`src/pnt_pkg.sv`:
```
// ----------------------------------------------------------------------------
// pnt_pkg: shared types and constants for the proximity neighbor table
// Holds event codes, register indexes, reset values and the struct types
// passed between the table memory, the compare unit and the sequencer.
// ----------------------------------------------------------------------------
`default_nettype none

package pnt_pkg;

   // Field widths
   localparam int unsigned NODE_W    = 16;
   localparam int unsigned RSSI_W    = 8;
   localparam int unsigned TIME_W    = 32;
   localparam int unsigned EV_W      = 3;
   localparam int unsigned CNT_OUT_W = 7;
   localparam int unsigned LIMIT_W   = 7;
   localparam int unsigned TMO_W     = 16;
   localparam int unsigned REQ_DATA_W = 56;
   localparam int unsigned RSP_DATA_W = 56;

   // Counts are compared at this width (covers table depths up to 256)
   localparam int unsigned CNT_CMP_W = 9;

   // Leaves reported per sweep, and the counter for them
   localparam int unsigned MAX_RESULTS = 64;
   localparam int unsigned LEAVE_W     = $clog2(MAX_RESULTS);

   // Configuration port
   localparam int unsigned CSR_IDX_W  = 3;
   localparam int unsigned CSR_DATA_W = 16;

   localparam logic [CSR_IDX_W-1:0] REG_THR_CROWDED   = 3'd0;
   localparam logic [CSR_IDX_W-1:0] REG_THR_BUSY      = 3'd1;
   localparam logic [CSR_IDX_W-1:0] REG_THR_QUIET     = 3'd2;
   localparam logic [CSR_IDX_W-1:0] REG_CROWD_LIMIT   = 3'd3;
   localparam logic [CSR_IDX_W-1:0] REG_BUSY_LIMIT    = 3'd4;
   localparam logic [CSR_IDX_W-1:0] REG_LEAVE_TIMEOUT = 3'd5;

   // Register reset values
   localparam logic signed [RSSI_W-1:0] THR_CROWDED_RST   = -8'sd75;
   localparam logic signed [RSSI_W-1:0] THR_BUSY_RST      = -8'sd70;
   localparam logic signed [RSSI_W-1:0] THR_QUIET_RST     = -8'sd65;
   localparam logic [LIMIT_W-1:0]       CROWD_LIMIT_RST   = 7'd10;
   localparam logic [LIMIT_W-1:0]       BUSY_LIMIT_RST    = 7'd5;
   localparam logic [TMO_W-1:0]         LEAVE_TIMEOUT_RST = 16'd30;

   // Item kinds
   localparam logic FUNC_BEACON = 1'b0;
   localparam logic FUNC_SWEEP  = 1'b1;

   // Event codes
   localparam logic [EV_W-1:0] EV_WEAK    = 3'd0;
   localparam logic [EV_W-1:0] EV_DETECT  = 3'd1;
   localparam logic [EV_W-1:0] EV_RETURN  = 3'd2;
   localparam logic [EV_W-1:0] EV_REFRESH = 3'd3;
   localparam logic [EV_W-1:0] EV_LEAVE   = 3'd4;
   localparam logic [EV_W-1:0] EV_FULL    = 3'd5;
   localparam logic [EV_W-1:0] EV_NONE    = 3'd6;

   // One table entry as read from memory
   typedef struct packed {
      logic [NODE_W-1:0] id;
      logic [TIME_W-1:0] first;
      logic [TIME_W-1:0] last;
   } entry_type;

   // Table write controls
   typedef struct packed {
      logic              we_id;
      logic              we_first;
      logic              we_last;
      logic              pres_set;
      logic              pres_clr;
      logic [NODE_W-1:0] id;
      logic [TIME_W-1:0] first;
      logic [TIME_W-1:0] last;
   } tbl_wr_type;

   // Compare unit results
   typedef struct packed {
      logic              id_eq;
      logic              expired;
      logic              rssi_gt;
      logic [TIME_W-1:0] tip;
   } cmp_res_type;

   // Low bits of a count for the result field
   function automatic logic [CNT_OUT_W-1:0] cnt_lo7(input logic [CNT_CMP_W-1:0] v);
      return v[CNT_OUT_W-1:0];
   endfunction

endpackage

`default_nettype wire

```
`src/pnt_cmp.sv`:
```
// ----------------------------------------------------------------------------
// pnt_cmp: shared compare unit
// Matches the entry id, tests entry age against the timeout, forms the time
// in proximity and tests the RSSI against the selected threshold.
// ----------------------------------------------------------------------------
`default_nettype none

module pnt_cmp (
   input  wire pnt_pkg::entry_type                entry,
   input  wire logic [pnt_pkg::NODE_W-1:0]        node_id,
   input  wire logic [pnt_pkg::TIME_W-1:0]        now,
   input  wire logic [pnt_pkg::TMO_W-1:0]         timeout,
   input  wire logic signed [pnt_pkg::RSSI_W-1:0] rssi,
   input  wire logic signed [pnt_pkg::RSSI_W-1:0] thr,
   output      pnt_pkg::cmp_res_type              res
);

   logic [pnt_pkg::TIME_W-1:0] age;

   // Age modulo 2^32, then compare against the zero-extended timeout
   always_comb begin
      age         = now - entry.last;
      res.id_eq   = (entry.id == node_id);
      res.expired = (age > pnt_pkg::TIME_W'(timeout));
      res.tip     = entry.last - entry.first;
      res.rssi_gt = (rssi > thr);
   end

endmodule

`default_nettype wire

```
`config.mk`:
```
export PLATFORM = sky130hd
export DESIGN_NAME = pnt_cmp
export DESIGN_NICKNAME = d
export VERILOG_FILES = /design/src/pnt_pkg.sv /design/src/pnt_cmp.sv
export SDC_FILE = /design/constraint.sdc
export NUM_CORES = 1
export LEC_CHECK = 0
export ABC_AREA = 1
export BUFFER_PORTS_ARGS = -buffer_cell sky130_fd_sc_hd__buf_2
export CAP_MARGIN = 30
export CORE_MARGIN = 4
export CORE_UTILIZATION = 38
export DETAILED_ROUTE_END_ITERATION = 8
export GPL_TIMING_DRIVEN = 0
export PLACE_DENSITY = 0.66
export SETUP_SLACK_MARGIN = 0.2
export SYNTH_ARGS = -nofsm -noshare
export SYNTH_HDL_FRONTEND = slang
export SYNTH_SLANG_ARGS = --single-unit
```
`constraint.sdc`:
```
create_clock -name vclk -period 2.4
set_input_delay 0.12 -clock vclk [all_inputs]
set_output_delay 0.12 -clock vclk [all_outputs]
set_load 0.05 [all_outputs]
```
* Word-level counts from Yosys, hierarchy flattened
Cells that the tools add are included.
Word-level totals: flip-flop bits (word level) 0, input bits 160, output and inout bits 35, logic and storage cells 5
Cells by class: add/sub/neg operators 2, magnitude comparators 2, eq/ne operators 1
Operator list (number):
- subtractor 32 bit | 2
- > comparator 32 x 16 -> 1 bit | 1
- equality test 16 bit | 1
- > comparator 8 bit | 1

* Depth between registers and ports, before layout
depth after elaboration 2, gate-level depth with buffers 22, depth with buffers taken out 22

* Least setup slack after synthesis
No wires, ideal clock.
kind input-to-output, from input port now[0] (netlist name), to output port res[33] (netlist name), arrival 2.442 ns, required time 2.280 ns, slack -0.162 ns, cell stages on the path 19, path buffers 0, path through inv_1 ha_1 fa_1 inv_1 nand3_1 nand2_1 nand2_1 nand2_1 xor2_1 ha_1 nand4_1 nor3_1 nand3_1 nand2_1 nand3_1 nor2_1 nand2_1 nor2_1 nand2_1
RTL lines:
- from (decl) | line pnt_cmp.sv:11 | input wire logic [pnt_pkg::TIME_W-1:0] now,
- to (decl) | line pnt_cmp.sv:15 | output pnt_pkg::cmp_res_type res

==> metrics.csv <==
metric,value,unit
grt ovf,0,
"Hold Violations, Final",0,
share of layout cells above drive strength 1,0.329,
PwrDens,326,nW/um^2
core area,13900,um^2
sequential share of the synthesized area,0,
vias in the first global route,6658,
Antenna Nets Post-Route,0,
"commonest non-fill, non-tap cell in the layout",nand2_1,
CP Launch Type,input pin,
"IR drop worst, VDD",0.000307,V
xor/xnor cell area share of the yosys netlist,0.0855,
"Hold-fix buffers, CTS",0,
Die X,128,um
largest net degree at the start of global routing,7,
Mapped Cells,1034,
type of the worst setup path,input pin to output pin,
Synth warnings,0,
f_max,0.362,GHz
initial core utilization,0.390,
post-synthesis mux area share,0,
Post-Synth Simple-Gate Area,0.408,
CP arrival,2640,ps
Mapped Area,5430,um^2
FF+latch area,0,um^2
GRT Overall Usage,0.209,
Internal,969,uW
adder-cell area share of the yosys netlist,0.205,
fin crit period,2760,ps
DR WL/cell,13.2,um
Sw Ratio,0.624,
DR vias/cell,4.86,
DRC viols,0,
placed cell area,6710,um^2
initial antenna violation count,1,
slew margin rel.,0.706,
final setup margin,-359,ps
buffers added on ports,195,
routability cong.,1.02,
Switching Power,1.61,mW
Pleak,4.67,nW
final setup violation count,1,
clock power share,0,
total power,2.58,mW
first-pass GRT wire length,28.9,mm
Placed Cells,1409,
Slew @ Worst Pin,437,ps
Final Instance Area,7920,um^2
Hold WC Path Type,input pin to output pin,
final WL,19.3,mm
outcome,"finished, violations left",
compound-gate portion of the synthesized area,0.124,
Die Span Y,128,um
final max-slew violation count,0,
CP endpoint kind,output pin,
Layout area overhead,45.8,%
post-synth net total,1282,
via count,7089,
failing checks,setup timing,
Seq pwr share,0,
final period utilization,1.15,
Site Rows,43,
final core occ,0.568,
FFs & Latches,0,
drt first-iter violations,270,
max_cap viols,0,
TritonRoute pass-1 iters,5,
Syn Area/Cell,5.25,um^2
combinational power share,1.000,
crit-path max FO,3,
Worst EP required,2280,ps
Die ar.,16300,um^2
post-DP HPWL,15.5,mm
unrepaired setup endpoints after global routing,yes,
post-route insts no fill,1459,
most frequent cells in the layout,"286 x nand2_1, 228 x inv_1, 165 x buf_2",
clk_buf instances,0,
fin nets,1528,
combinational family with the most area after synthesis,simple AND/OR/NAND/NOR gates,
post-synth cell types,39,
# IOs,195,
## through the flow
stage	hold WS (ps)	TNS (ps)	setup slack [ps]
floorplan	521	-9.06	-9.06
global placement	647	-930	-647
detailed placement	647	-981	-694
CTS	649	-326	-326
global route	688	-480	-480
finish	657	-359	-359
## per-layer routing
layer | up-vias | part of all wire | track usage
met5 | - | 0 | 0
met4 | 0 | 0.022 | 0.0328
met3 | 45 | 0.055 | 0.0109
met2 | 233 | 0.51 | 0.396
met1 | 3149 | 0.42 | 0.264
li1 | 3662 | - | -
## area by class of cell
class | instances | area, um^2
diodes | 1 | 2.50
fillers | 1317 | 6020
inverters | 256 | 971
multi-input cells | 778 | 5210
well taps | 180 | 225
repair buffers | 244 | 1510
## Yosys cell counts
cell type / number / area [um^2]
nand2_1: 328 / 1230
fa_1: 2 / 40.0
o21ai_0: 24 / 120
a21boi_2: 2 / 22.5
xnor2_1: 20 / 175
nand4_1: 12 / 75.1
or4_1: 1 / 7.51
inv_2: 4 / 15.0
o22ai_1: 1 / 6.26
o21ai_1: 2 / 10.0
nand2_2: 15 / 93.8
and2_1: 1 / 6.26
and3_1: 1 / 6.26
o221ai_1: 1 / 8.76
o21ai_2: 4 / 35.0
a21boi_0: 1 / 7.51
nand3b_1: 4 / 30.0
clkinv_1: 1 / 3.75
nor4_2: 1 / 12.5
or2_2: 4 / 25.0
nor4_1: 1 / 6.26
and2_4: 2 / 17.5
ha_1: 86 / 1080
a21o_1: 2 / 15.0
o211ai_1: 3 / 22.5
nand3_1: 44 / 220
a21oi_2: 1 / 8.76
a21oi_1: 69 / 345
nor2_1: 80 / 300
nor2_2: 9 / 56.3
xor2_1: 33 / 289
nor3_1: 8 / 40.0
nand3_4: 1 / 17.5
o21a_1: 6 / 45.0
inv_1: 251 / 942
o21bai_4: 1 / 18.8
nor2_4: 1 / 11.3
a211oi_1: 1 / 7.51
nand3_2: 6 / 60.1
## worst max-delay path: stages
cell and delay [ps]:
buf_6 90, inv_4 30, ha_4 250, nand2_2 80
nand2_2 80, nand2_2 80, nand2_2 90, nand3b_1 250
xor2_2 220, ha_1 300, nand4_1 120, nor3_4 170
nand3_2 90, nand2_2 100, nand3_2 60, nor2_1 100
nand2_1 60, nor2_1 110, nand2_2 70, buf_8 150
## timing repair
action | CTS | global route
buffers inserted | 27 | 22
gates resized for setup | 94 | 117
setup endpoints to repair | 9 | 16
pin swaps | 50 | 70
## kinds of logic (layout without fill, tap and decap cells)
| logic type | Yosys count | after routing |
|---|---|---|
| and+or+nand+nor | 519 | 519 |
| buffers and inverters | 256 | 500 |
| AOI/OAI and AO/OA | 118 | 118 |
| adders and majority gates | 88 | 88 |
| xor gates and xnor gates | 53 | 53 |
| other | 0 | 1 |
## power by group through the flow
stage               logic [mW]  clock network [mW]  registers [mW]
floorplan                 1.55                   0               0
global placement          2.09                   0               0
detailed placement        2.10                   0               0
CTS                       2.32                   0               0
global route              2.81        0.0000000557               0
finish                    2.58        0.0000000557               0
## worst paths after layout
check,startpoint,to,cells past startpoint,slack [ps]
setup / recovery,entry[7],res[33],20,-360
hold / removal,entry[63],res[31],5,660
No activity file was read; power rests on OpenSTA's default activity.
